File: src/rtl/egcd_pkg.sv
`timescale 1ns / 1ps

package egcd_pkg;

    // Operand and result width, fixed by the request and result formats
    localparam int DATA_W = 32;
    // Step counter width, enough to index one quotient bit per cycle
    localparam int CNT_W = $clog2(DATA_W);

    typedef logic [DATA_W-1:0] word_t;

    typedef struct packed {
        logic signed [DATA_W-1:0] first_value;
        logic signed [DATA_W-1:0] second_value;
    } request_t;

    typedef struct packed {
        logic signed [DATA_W-1:0] divisor;
        logic signed [DATA_W-1:0] coeff_first;
        logic signed [DATA_W-1:0] coeff_second;
    } result_t;

    // Control shared by the serial divider and the coefficient accumulator
    typedef struct packed {
        logic load;
        logic step;
    } step_ctrl_t;

    typedef enum logic [2:0] {
        ST_IDLE,
        ST_CHECK,
        ST_STEP,
        ST_FINISH,
        ST_DONE
    } state_t;

    // Absolute value of a two's complement word, as an unsigned word
    function automatic word_t magnitude(input word_t v);
        word_t m;
        m = v[DATA_W-1] ? (~v + word_t'(1)) : v;
        return m;
    endfunction

endpackage

File: src/rtl/extended_gcd_coefficients.sv
`timescale 1ns / 1ps

// Extended Euclid engine: for a request (first_value, second_value) it returns
// one result (divisor, coeff_first, coeff_second) with
// first_value*coeff_first + second_value*coeff_second == divisor, using
// truncating division, so divisor may be negative for negative operands; a zero
// first_value gives (second_value, 0, 1). One request is worked at a time and
// request_stall stays high until its result has been taken. Each Euclid round
// runs the serial divider, one quotient bit per cycle, with both coefficient
// products built from the same bits; the ST_FINISH state then updates the
// operands and coefficients and either starts the next round or registers
// the result. A request takes at most about 46 rounds for 32-bit operands.
module extended_gcd_coefficients (
    input  logic                clk,
    input  logic                rst_n,
    input  logic                request_valid,
    output logic                request_stall,
    input  egcd_pkg::request_t  request,
    output logic                result_valid,
    input  logic                result_stall,
    output egcd_pkg::result_t   result
);

    egcd_pkg::state_t           state_reg;
    egcd_pkg::state_t           state_next;
    logic [egcd_pkg::CNT_W-1:0] cnt_reg;
    egcd_pkg::word_t            a_reg;
    egcd_pkg::word_t            b_reg;
    egcd_pkg::word_t            xp_reg;
    egcd_pkg::word_t            xc_reg;
    egcd_pkg::word_t            yp_reg;
    egcd_pkg::word_t            yc_reg;
    egcd_pkg::result_t          result_reg;

    egcd_pkg::step_ctrl_t       ctrl;
    egcd_pkg::word_t            div_num;
    egcd_pkg::word_t            div_den;
    logic                       quot_bit;
    egcd_pkg::word_t            rem_mag;
    egcd_pkg::word_t            prod_x;
    egcd_pkg::word_t            prod_y;
    egcd_pkg::word_t            rem_signed;
    logic                       quot_neg;
    logic                       accept;

    assign accept = request_valid && !request_stall;

    // Remainder takes the dividend sign; quotient is negative on differing signs
    always_comb
    begin
        rem_signed = b_reg[egcd_pkg::DATA_W-1] ? (~rem_mag + egcd_pkg::word_t'(1))
                                               : rem_mag;
        quot_neg   = a_reg[egcd_pkg::DATA_W-1] ^ b_reg[egcd_pkg::DATA_W-1];
    end

    // Divider operands: fresh pair after a request, rotated pair after a round
    always_comb
    begin
        if (state_reg == egcd_pkg::ST_FINISH)
        begin
            div_num = egcd_pkg::magnitude(a_reg);
            div_den = rem_mag;
        end
        else
        begin
            div_num = egcd_pkg::magnitude(b_reg);
            div_den = egcd_pkg::magnitude(a_reg);
        end
    end

    egcd_div u_div (
        .clk      (clk),
        .ctrl     (ctrl),
        .num_mag  (div_num),
        .den_mag  (div_den),
        .quot_bit (quot_bit),
        .rem_mag  (rem_mag)
    );

    egcd_macc u_macc (
        .clk      (clk),
        .ctrl     (ctrl),
        .quot_bit (quot_bit),
        .coeff_x  (xc_reg),
        .coeff_y  (yc_reg),
        .prod_x   (prod_x),
        .prod_y   (prod_y)
    );

    // Next state
    always_comb
    begin
        state_next = state_reg;
        unique case (state_reg)
            egcd_pkg::ST_IDLE:
            begin
                if (request_valid)
                    state_next = egcd_pkg::ST_CHECK;
            end
            egcd_pkg::ST_CHECK:
            begin
                state_next = (a_reg == '0) ? egcd_pkg::ST_DONE : egcd_pkg::ST_STEP;
            end
            egcd_pkg::ST_STEP:
            begin
                if (cnt_reg == '0)
                    state_next = egcd_pkg::ST_FINISH;
            end
            egcd_pkg::ST_FINISH:
            begin
                state_next = (rem_mag == '0) ? egcd_pkg::ST_DONE : egcd_pkg::ST_STEP;
            end
            egcd_pkg::ST_DONE:
            begin
                if (!result_stall)
                    state_next = egcd_pkg::ST_IDLE;
            end
            default:
            begin
                state_next = egcd_pkg::ST_IDLE;
            end
        endcase
    end

    // Outputs of the sequencer
    always_comb
    begin
        ctrl          = '0;
        request_stall = 1'b1;
        result_valid  = 1'b0;
        unique case (state_reg)
            egcd_pkg::ST_IDLE:
            begin
                request_stall = 1'b0;
            end
            egcd_pkg::ST_CHECK:
            begin
                ctrl.load = (a_reg != '0);
            end
            egcd_pkg::ST_STEP:
            begin
                ctrl.step = 1'b1;
            end
            egcd_pkg::ST_FINISH:
            begin
                ctrl.load = (rem_mag != '0);
            end
            egcd_pkg::ST_DONE:
            begin
                result_valid = 1'b1;
            end
            default:
            begin
                ctrl = '0;
            end
        endcase
    end

    assign result = result_reg;

    // Hold the sequencer state
    always_ff @(posedge clk or negedge rst_n)
    begin
        if (!rst_n)
            state_reg <= egcd_pkg::ST_IDLE;
        else
            state_reg <= state_next;
    end

    // Step counter: reload on divider load, count down while stepping
    always_ff @(posedge clk)
    begin
        if (ctrl.load)
            cnt_reg <= egcd_pkg::CNT_W'(egcd_pkg::DATA_W - 1);
        else if (ctrl.step)
            cnt_reg <= cnt_reg - egcd_pkg::CNT_W'(1);
    end

    // Operands, coefficients and the result register
    always_ff @(posedge clk)
    begin
        if (accept)
        begin
            a_reg  <= request.first_value;
            b_reg  <= request.second_value;
            xp_reg <= '0;
            xc_reg <= egcd_pkg::word_t'(1);
            yp_reg <= egcd_pkg::word_t'(1);
            yc_reg <= '0;
        end
        else if (state_reg == egcd_pkg::ST_CHECK && a_reg == '0)
        begin
            result_reg.divisor      <= b_reg;
            result_reg.coeff_first  <= xp_reg;
            result_reg.coeff_second <= yp_reg;
        end
        else if (state_reg == egcd_pkg::ST_FINISH)
        begin
            a_reg  <= rem_signed;
            b_reg  <= a_reg;
            xp_reg <= xc_reg;
            xc_reg <= quot_neg ? (xp_reg + prod_x) : (xp_reg - prod_x);
            yp_reg <= yc_reg;
            yc_reg <= quot_neg ? (yp_reg + prod_y) : (yp_reg - prod_y);
            if (rem_mag == '0)
            begin
                result_reg.divisor      <= a_reg;
                result_reg.coeff_first  <= xc_reg;
                result_reg.coeff_second <= yc_reg;
            end
        end
    end

endmodule

File: src/rtl/egcd_div.sv
`timescale 1ns / 1ps

// Restoring divider on magnitudes: one quotient bit per step, MSB first.
module egcd_div (
    input  logic                  clk,
    input  egcd_pkg::step_ctrl_t  ctrl,
    input  egcd_pkg::word_t       num_mag,
    input  egcd_pkg::word_t       den_mag,
    output logic                  quot_bit,
    output egcd_pkg::word_t       rem_mag
);

    egcd_pkg::word_t            rem_reg;
    egcd_pkg::word_t            dvd_reg;
    egcd_pkg::word_t            den_reg;
    logic [egcd_pkg::DATA_W:0]  trial;
    logic [egcd_pkg::DATA_W:0]  trial_diff;

    // Shift in the next dividend bit and try the subtract
    always_comb
    begin
        trial      = {rem_reg, dvd_reg[egcd_pkg::DATA_W-1]};
        trial_diff = trial - {1'b0, den_reg};
        quot_bit   = (trial >= {1'b0, den_reg});
    end

    assign rem_mag = rem_reg;

    // Load operands, then advance one bit per step
    always_ff @(posedge clk)
    begin
        if (ctrl.load)
        begin
            rem_reg <= '0;
            dvd_reg <= num_mag;
            den_reg <= den_mag;
        end
        else if (ctrl.step)
        begin
            rem_reg <= quot_bit ? trial_diff[egcd_pkg::DATA_W-1:0]
                                : trial[egcd_pkg::DATA_W-1:0];
            dvd_reg <= {dvd_reg[egcd_pkg::DATA_W-2:0], 1'b0};
        end
    end

endmodule

File: src/rtl/egcd_macc.sv
`timescale 1ns / 1ps

// Shift-add products of the quotient magnitude with both current
// coefficients, fed one quotient bit per step, MSB first, modulo 2^DATA_W.
module egcd_macc (
    input  logic                  clk,
    input  egcd_pkg::step_ctrl_t  ctrl,
    input  logic                  quot_bit,
    input  egcd_pkg::word_t       coeff_x,
    input  egcd_pkg::word_t       coeff_y,
    output egcd_pkg::word_t       prod_x,
    output egcd_pkg::word_t       prod_y
);

    egcd_pkg::word_t acc_x_reg;
    egcd_pkg::word_t acc_y_reg;

    assign prod_x = acc_x_reg;
    assign prod_y = acc_y_reg;

    // Clear on load, then double and add the coefficient on a set bit
    always_ff @(posedge clk)
    begin
        if (ctrl.load)
        begin
            acc_x_reg <= '0;
            acc_y_reg <= '0;
        end
        else if (ctrl.step)
        begin
            acc_x_reg <= {acc_x_reg[egcd_pkg::DATA_W-2:0], 1'b0}
                         + (quot_bit ? coeff_x : '0);
            acc_y_reg <= {acc_y_reg[egcd_pkg::DATA_W-2:0], 1'b0}
                         + (quot_bit ? coeff_y : '0);
        end
    end

endmodule
File: config.mk
export PLATFORM = sky130hd
export DESIGN_NAME = extended_gcd_coefficients
export DESIGN_NICKNAME = d
export VERILOG_FILES = /design/src/rtl/egcd_pkg.sv /design/src/rtl/extended_gcd_coefficients.sv /design/src/rtl/egcd_div.sv /design/src/rtl/egcd_macc.sv
export SDC_FILE = /design/constraint.sdc
export NUM_CORES = 1
export LEC_CHECK = 0
export BUFFER_PORTS_ARGS = -buffer_cell sky130_fd_sc_hd__buf_2
export CAP_MARGIN = 25
export CORE_ASPECT_RATIO = 0.6
export CORE_MARGIN = 10
export CORE_UTILIZATION = 28
export CTS_CLUSTER_DIAMETER = 50
export DETAILED_ROUTE_END_ITERATION = 8
export GPL_ROUTABILITY_DRIVEN = 0
export PLACE_DENSITY = 0.51
export SETUP_SLACK_MARGIN = 0.05
export SKIP_CTS_REPAIR_TIMING = 1
export SYNTH_ARGS = -nofsm -noshare
export SYNTH_HDL_FRONTEND = slang
export SYNTH_HIERARCHICAL = 1
export SYNTH_SLANG_ARGS = --single-unit
File: constraint.sdc
create_clock -name clk -period 5.7 [get_ports clk]
set_clock_uncertainty 0.05 [all_clocks]
set_input_delay 0.57 -clock clk [delete_from_list [all_inputs] [get_ports clk]]
set_output_delay 0.57 -clock clk [all_outputs]
set_load 0.03 [all_outputs]
Word-level counts from Yosys, hierarchy flattened
Cells that the tools add are included.
Widths: inputs -> output; s select.

storage, ports and cells
  flip-flop bits (word level) = 456
  input port bits = 68
  output and inout port bits = 98
  logic and storage cells = 89

cells by class
  add/subtract/negate cells = 11
  order comparisons = 1
  equality and inequality tests = 8
  muxes and demuxes = 31
  bitwise gates (word level) = 6
  reductions and logical operators = 16

operators with widths
  operator               number
  $mux 32                18
  $mux 96                3
  $add 32x32->32         4
  $add 32x1->32 const B  3
  $not 32->32            3
  $sub 32x32->32         3
  $logic_not 32->1       2
  $reduce_bool 32->1     2
  $ge 33x32->1           1
  $mux 3                 5
  $pmux 3 s5             1
  $ne 2x2->1 const B     4
  $reduce_bool 2->1      4
  $eq 3x2->1 const B     2
  $reduce_and 3->1       2
  $logic_not 5->1        1
  $sub 5x1->5 const B    1
  $reduce_and 2->1       2
  $eq 3x1->1 const B     1
  $eq 3x3->1 const B     1
  $logic_not 3->1        1
  $mux 1                 3
  $logic_and 1x1->1      2
  $not 1->1              2
  other kinds (2)        2

Longest topological paths before layout
Gate-level depths: netlist of run 1.

  depth after elaboration = 6
  gate-level depth with buffers = 25
  mapped depth without buffers = 21

Cells and area by module
Netlist of run 1, hierarchy kept.

by module, submodules not included
  module                     times used  cells an instance  area each (µm²)  seq. area each (µm²)
  extended_gcd_coefficients  1           2,080              18,260.0         7,542.2
  egcd_macc                  1           732                5,741.8          1,281.2
  egcd_div                   1           561                5,731.7          2,562.5

Worst setup path before layout of run 1
OpenSTA, ideal clock, no wires.

  path type = reg2reg
  start point = reg u_div.rem_reg[23], in the netlist u_div/rem_mag[23]
  end point = reg u_macc.acc_y_reg[15], in the netlist u_macc/prod_y[15]
  library setup time = 134 ps
  arrival time = 5,018 ps
  slack = 498 ps
  cell stages (with the launch flop) = 24
  clock period less this slack = 5,202 ps
  cells stage by stage = dfxtp_1 > ha_1 > a21o_1 > a31o_1 > o311a_1 > a211oi_4 > nand3_4 > nand2_4 > inv_4 > buf_6 > clkbuf_1 > clkbuf_1 > and2_1 > ha_1 > fa_1 > a21o_1 > a21oi_1 > o21bai_1 > a21oi_2 > o21ai_0 > a31oi_1 > o21ai_0 > and3_1 > or4_1

on the way
  cells in the longest elaborated chain, start to end = 3
  elaborated cells on any way between the ends = 5
  those cells by class = add/sub (1); order compare (1); mux (2); reduce/logical (1)

ends and longest elaborated chain
  what                    RTL line                         text
  start, declared         egcd_div.sv:13                   egcd_pkg::word_t rem_reg;
  start signal, assigned  egcd_div.sv:40                   rem_reg <= quot_bit ? trial_diff[egcd_pkg::DATA_W-1:0]
  $ge 33x32->1            egcd_div.sv:24                   quot_bit = (trial >= {1'b0, den_reg});
  named net quot_bit      extended_gcd_coefficients.sv:38  logic quot_bit;
  $mux 32                 egcd_macc.sv:34                  + (quot_bit ? coeff_y : '0);
  $add 32x32->32          egcd_macc.sv:34
  end signal, assigned    egcd_macc.sv:33                  acc_y_reg <= {acc_y_reg[egcd_pkg::DATA_W-2:0], 1'b0}
  end, declared           egcd_macc.sv:16                  egcd_pkg::word_t acc_y_reg;

The timed path passes the listed nets, and every way through them passes these cells.
A chain may end at the register's enable or synchronous reset.

Worst setup path in the final report of run 1
Same ends and word-level chain as after synthesis.

==> flow_summary_export.csv, run 1 <==
group,metric,value,unit
worst_setup_path,crit_type,"flip-flop to flip-flop",
finish,n_antenna_cell,0,
worst_setup_path,worst_setup_path_start_kind,"flip-flop",
yosys,synth_nets,3620,
cts,cts-buffers-inserted,61,
sta,setup_tns,0,ns
cts,cts.htree.levels,2,
power,ir_drop,0.352,mV
cts,clockRootBuffer,"clkbuf_16",
yosys,seq_area_frac_synth,0.383,
placed_design,place_area,32200,um^2
worst_setup_path,cp-startpoint,"u_div/rem_mag[23]",
power,swShare,0.474,
grt,antenna_found_initial,3,
cts,clkLatencyLatePin,0.68,ns
cts,cts_sinks,456,
worst_setup_path,worst_ep_arrival_time,5.86,ns
cts,clockBufferDepth,3,
yosys,synth-async-reset-ratio,0.00658,
sta,fmax,185,MHz
yosys,synth_top_cell_area_share,0.226,
power,clkPwrFrac,0.173,
yosys,yosys.area.top_type,"edfxtp_1",
flow_run,cap_violations,0,
finish,areaGrowthSynthToFinish,15.3,%
floorplanning,die_h,272,um
sta,max_slew_margin,0.382,
sta,hold_viol,0,
power,p_per_area,673,nW/um^2
routing,drt-total-wl,101000,um
yosys,synth_seq_cells,456,
yosys,syn_area,29700,um^2
cts,path_clk_slew,0.06,ns
floorplanning,dieArea,120000,um^2
status,status,"finished, final reports clean",
worst_hold_path,hp-class,"primary input to flip-flop",
floorplanning,num_rows,92,
power,pwr-share-seq,0.264,
routing,drt_iter0_drc,2391,
power,power.switching,0.0109,W
grt,grt_pass1_wl,152000,um
grt,grt_use_total,0.161,
worst_hold_path,min_from,"result_stall",
routing,via_count,25404,
sta,rsz0062_at_grt,"no",
yosys,syn_avg_cell_area,8.82,um^2
floorplanning,initial_core_util,0.283,
power,power,0.0231,W
finish,stdcell_area,34300,um^2
routing,ant_nets,0,
floorplanning,die_w,441,um
worst_setup_path,cp_data_required_time,6.17,ns
finish,fin_nets,3744,
routing,post-route-drc-count,0,
yosys,syn_inst,3373,
floorplanning,ios,166,
sta,worstMarginPinSlew,0.927,ns
worst_setup_path,crit_path_max_fanout,25,
grt,gr-total-overflow,0,
yosys,synth_top_flop_cell,"dfxtp_1",
grt,first_global_vias,23337,
sta,fin_crit_sh,0.946,
yosys,synth_area_leaders,"edfxtp_1, dfxtp_1, ha_1",
finish,drive_above_1_share,0.133,
worst_setup_path,r2r_start,"u_div/rem_mag[23]",
power,p_leak,14.3,nW
sta,setup_violations,0,
routing,first_pass_iters,7,
routing,routed_via_density,5.12,
sta,slew_violations,0,
finish,instances_no_fill,4959,
placed_design,place_ws,0.338,ns
sta,layout_setup_ws,0.309,ns
floorplanning,core-area,105000,um^2
placed_design,dp.cells,4843,
sta,finalWorstPathRequiredPeriod,5.39,ns
yosys,synth_edf_count,224,
grt,grt_max_degree,111,
routing,wire_per_inst,20.4,um
placed_design,io_buffer_count,165,
power,combPwrFrac,0.562,
finish,largest_reg_flops,96,
yosys,ys_types,93,
power,p_int,0.0122,W
yosys,ys.warnings.count,6,
cts,cts_tree,"built",
placed_design,hpwl,74900,um
worst_setup_path,setup.worst_path.end_class,"flip-flop",
==> critical path, cell delays in order, from the launching register on <==
cell and delay, ns:
dfxtp_1 0.45, ha_1 0.34, a21o_1 0.24, a31o_1 0.26, o311a_1 0.33, a211oi_4 0.29
nand3_4 0.17, nand2_4 0.13, inv_6 0.11, and2_1 0.19, ha_1 0.22, fa_1 0.43
a21o_1 0.18, a21oi_1 0.31, o21bai_1 0.12, a21oi_2 0.25, o21ai_0 0.11, a31oi_1 0.27
o21ai_0 0.15, and3_1 0.19, or4_1 0.49
==> metrics by stage <==
| step | util | hold WS (ns) |
|---|---|---|
| 4_1_cts | 0.326 | -0.399 |
| 2_1_floorplan | - | 0.224 |
| 3_5_place_dp | 0.306 | 0.343 |
| 5_1_grt | 0.326 | 0.0498 |
| 6_report | 0.326 | 0.0681 |
| 3_3_place_gp | 0.306 | 0.341 |
==> layout by cell type, fill, tap and decap left out, types with 90 or more instances in the layout <==
| master | count |
|---|---|
| a21o_1 | 126 |
| edfxtp_1 | 224 |
| xor2_1 | 120 |
| xnor2_1 | 152 |
| nor2_1 | 217 |
| mux2_2 | 90 |
| a21oi_1 | 307 |
| dfxtp_1 | 229 |
| ha_1 | 174 |
| o21ai_0 | 237 |
| nand2_1 | 542 |
| buf_2 | 165 |
==> cells in the mapped netlist (all sizes together) (8+ instances only) <==
| master | instances |
|---|---|
| nand2 | 545 |
| a21oi | 309 |
| o21ai | 242 |
| dfxtp | 229 |
| edfxtp | 224 |
| nor2 | 219 |
| ha | 174 |
| xnor2 | 153 |
| clkbuf | 128 |
| a21o | 126 |
| xor2 | 121 |
| mux2 | 96 |
| inv | 87 |
| and2 | 72 |
| nor3 | 52 |
| nand3 | 45 |
| mux2i | 44 |
| o31ai | 43 |
| buf | 36 |
| nand4 | 35 |
| a211oi | 29 |
| and3 | 27 |
| or3 | 25 |
| o21bai | 24 |
| nand2b | 23 |
| a311oi | 21 |
| a31oi | 21 |
| nor2b | 20 |
| nor4 | 20 |
| o21a | 18 |
| o211ai | 17 |
| o41ai | 17 |
| or4 | 15 |
| or2 | 10 |
| a21boi | 8 |
==> power by group through the flow <==
stage / Sequential, W / Combinational, W / Clock (W)
final: 0.00610 / 0.0130 / 0.00400
after global placement: 0.00613 / 0.0127 / 0
after global routing: 0.00625 / 0.0144 / 0.00426
after detailed placement: 0.00614 / 0.0127 / 0
after CTS: 0.00608 / 0.0128 / 0.00412
after floorplan: 0.00567 / 0.00951 / 0
==> area by class of cell <==
cell class / count / area (um^2)
Fill cell: 11084 / 70900
Clock buffer: 73 / 1600
Sequential cell: 456 / 11400
Inverter: 88 / 343
Clock inverter: 42 / 455
Timing Repair Buffer: 225 / 1380
Tap cell: 1410 / 1760
Multi-Input combinational cell: 2665 / 17400
==> cell families (layout without fill, tap and decap cells) <==
group           count (synthesis)  after routing  share of synthesized area
compound gates                934            934                      0.197
xor+xnor                      274            274                     0.0807
fa+ha+maj                     179            179                     0.0766
buf+inv                       252            428                     0.0357
flops                         456            456                      0.383
mux                           140            140                     0.0512
simple gates                 1138           1138                      0.176
==> metal layers <==
metal / share of wire / routed length (um) / track usage / up-vias
li1: - / - / - / 12391
met1: 0.54 / 55100 / 0.269 / 12087
met2: 0.36 / 36900 / 0.203 / 829
met3: 0.076 / 7650 / 0.0332 / 95
met4: 0.016 / 1590 / 0.0304 / 2
met5: 0.00013 / 13 / 0 / -
==> worst paths after layout <==
| kind | endpoint | slack, ns | cells after the start |
|---|---|---|---|
| worst max-delay path | u_macc/prod_y[15] | 0.31 | 20 |
| worst min-delay path | state_reg[2] | 0.07 | 2 |
| min in group asynchronous | state_reg[1] | 0.19 | 2 |
| max in group asynchronous | state_reg[2] | 5.28 | 2 |
| worst min register to register | xp_reg[17] | 0.42 | 2 |
| worst max register to register | u_macc/prod_y[15] | 0.31 | 20 |
Note: power is estimated with default switching activity, not from simulation.
==> inputs of run 2 (changes only) <==
--- a/config.mk
+++ b/config.mk
@@ -14,9 +14,11 @@
 export DETAILED_ROUTE_END_ITERATION = 8
 export GPL_ROUTABILITY_DRIVEN = 0
 export PLACE_DENSITY = 0.51
+export REMOVE_ABC_BUFFERS = 1
 export SETUP_SLACK_MARGIN = 0.05
 export SKIP_CTS_REPAIR_TIMING = 1
 export SYNTH_ARGS = -nofsm -noshare
 export SYNTH_HDL_FRONTEND = slang
 export SYNTH_HIERARCHICAL = 1
 export SYNTH_SLANG_ARGS = --single-unit
+export TNS_END_PERCENT = 50
==> run 2 against run 1 <==
Net effect: wire length decreased by 4.7%; worst hold slack improved by 0.061 ns; core utilization about the same; final area increased by 0.15%; die area unchanged; global-route usage decreased by 0.65 points; power about the same; first-iteration DRC count decreased by 8.0%; largest cell class unchanged; combinational power about the same; critical path depth unchanged.
==> flow_summary_export.csv, run 2 (synthesized netlist as in run 1, its figures left out) <==
group,metric,value,unit
cts,cts.htree.levels,3,
worst_setup_path,cp_data_required_time,6.13,ns
routing,drt-total-wl,96500,um
cts,clockBufferDepth,3,
floorplanning,die_w,441,um
finish,fin_nets,3743,
worst_setup_path,reg2reg_slack,0.42,ns
cts,clockRootBuffer,"clkbuf_16",
worst_hold_path,hp-class,"primary input to flip-flop",
power,clkPwrFrac,0.183,
routing,drt_iter0_drc,2200,
finish,final_common_cell,"nand2_1",
worst_hold_path,min_from,"result_stall",
grt,grt_pass1_wl,148000,um
routing,post-route-drc-count,0,
finish,stdcell_area,34300,um^2
grt,grt_use_total,0.155,
sta,worstMarginPinSlew,0.974,ns
worst_setup_path,worst_ep_arrival_time,5.71,ns
worst_setup_path,worst_setup_path_start_kind,"flip-flop",
power,power.switching,0.0107,W
grt,grt_max_degree,91,
power,p_per_area,672,nW/um^2
floorplanning,dieArea,120000,um^2
sta,fmax,189,MHz
sta,rsz0062_at_grt,"yes",
cts,cts-buffers-inserted,67,
worst_setup_path,r2r_start,"u_div/rem_mag[23]",
sta,slew_violations,0,
worst_setup_path,crit_type,"flip-flop to flip-flop",
cts,cts_tree,"built",
sta,fin_crit_sh,0.927,
flow_run,cap_violations,0,
cts,clkLatencyLatePin,0.61,ns
finish,drive_above_1_share,0.131,
placed_design,hpwl,71500,um
power,power,0.0231,W
worst_setup_path,rr_worst_depth,20,
cts,path_clk_slew,0.06,ns
floorplanning,num_rows,92,
power,combPwrFrac,0.552,
floorplanning,die_h,272,um
worst_setup_path,rr_endpoint,"u_macc/prod_y[15]",
power,p_leak,14.3,nW
routing,first_pass_iters,5,
worst_hold_path,whs_path_depth,2,
sta,finalWorstPathRequiredPeriod,5.28,ns
routing,via_count,25174,
sta,setup_violations,0,
finish,areaGrowthSynthToFinish,15.5,%
power,pwr-share-seq,0.265,
sta,hold_viol,0,
finish,final_cell_mix,"nand2_1, a21oi_1, o21ai_0",
floorplanning,core-area,105000,um^2
placed_design,place_area,32100,um^2
cts,cts_sinks,456,
placed_design,io_buffer_count,165,
power,ir_drop,0.262,mV
finish,largest_reg_flops,96,
status,status,"finished, final reports clean",
routing,routed_via_density,5.08,
sta,max_slew_margin,0.350,
worst_setup_path,crit_path_max_fanout,27,
grt,gr-total-overflow,0,
power,swShare,0.465,
power,p_int,0.0123,W
grt,first_global_vias,23543,
floorplanning,initial_core_util,0.283,
routing,wire_per_inst,19.5,um
worst_setup_path,setup.worst_path.end_class,"flip-flop",
routing,ant_nets,0,
finish,n_antenna_cell,0,
worst_hold_path,min_to,"state_reg[2]",
grt,antenna_found_initial,2,
floorplanning,ios,166,
-- run 2: metrics by stage --
stage | std cells | setup WS (ns) | hold WS (ns) | TNS [ns] | util
4_1_cts | 4957 | 0.440 | -0.332 | 0 | 0.326
3_5_place_dp | 4836 | 0.467 | 0.321 | 0 | 0.305
3_3_place_gp | 4836 | 0.584 | 0.319 | 0 | 0.305
5_1_grt | 4958 | 0.0460 | 0.108 | 0 | 0.326
6_report | 4958 | 0.417 | 0.129 | 0 | 0.326
2_1_floorplan | 3209 | -1.69 | 0.224 | -125.19 | -
-- run 2: how the worst max path moves through the flow --
stage | start | endpoint | slack (ns) | cells past startpoint
global route | u_div/rem_mag[24] | u_macc/prod_x[28] | 0.05 | 20
floorplan | request_valid | a_reg[0] | -1.69 | 4
finish | u_div/rem_mag[23] | u_macc/prod_y[15] | 0.42 | 20
global placement | u_div/rem_mag[5] | u_macc/prod_y[15] | 0.58 | 19
CTS | u_div/rem_mag[5] | u_macc/prod_x[27] | 0.44 | 19
detailed placement | u_div/rem_mag[5] | u_macc/prod_x[27] | 0.47 | 19
-- run 2: routing by layer --
| metal | global-route usage | share of wire | wire length, um | up-vias |
|---|---|---|---|---|
| met5 | 0 | 0.00013 | 13 | - |
| met4 | 0.0361 | 0.020 | 1880 | 2 |
| met3 | 0.0270 | 0.062 | 6030 | 101 |
| met2 | 0.205 | 0.38 | 36600 | 706 |
| met1 | 0.250 | 0.54 | 52000 | 11989 |
| li1 | - | - | - | 12376 |
-- run 2: final cells by class --
type / instances / area (um^2)
fill: 11035 / 70900
timing repair buffer: 218 / 1280
tap: 1410 / 1760
sequential: 456 / 11400
clock inverter: 34 / 350
multi-input combinational: 2665 / 17300
inverter: 88 / 340
clock buffer: 87 / 1880
-- run 2: worst max-delay path, cell delays in order, from the launching register on --
cell and delay (ns):
dfxtp_1 0.45, ha_1 0.34, a21o_1 0.24, a31o_1 0.26, o311a_1 0.33, a211oi_4 0.26
nand3_4 0.16, nand2_4 0.11, inv_4 0.12, and2_1 0.20, ha_1 0.22, fa_1 0.41
a21o_1 0.18, a21oi_1 0.26, o21bai_1 0.12, a21oi_2 0.25, o21ai_0 0.12, a31oi_1 0.26
o21ai_0 0.14, and3_1 0.17, or4_1 0.48
-- run 2: power by group through the flow --
stage / clock network, W / logic (W) / registers (W)
after floorplan: 0 / 0.00932 / 0.00576
after global placement: 0 / 0.0125 / 0.00613
after detailed placement: 0 / 0.0125 / 0.00615
after CTS: 0.00432 / 0.0126 / 0.00610
after global routing: 0.00446 / 0.0142 / 0.00628
final: 0.00421 / 0.0127 / 0.00612
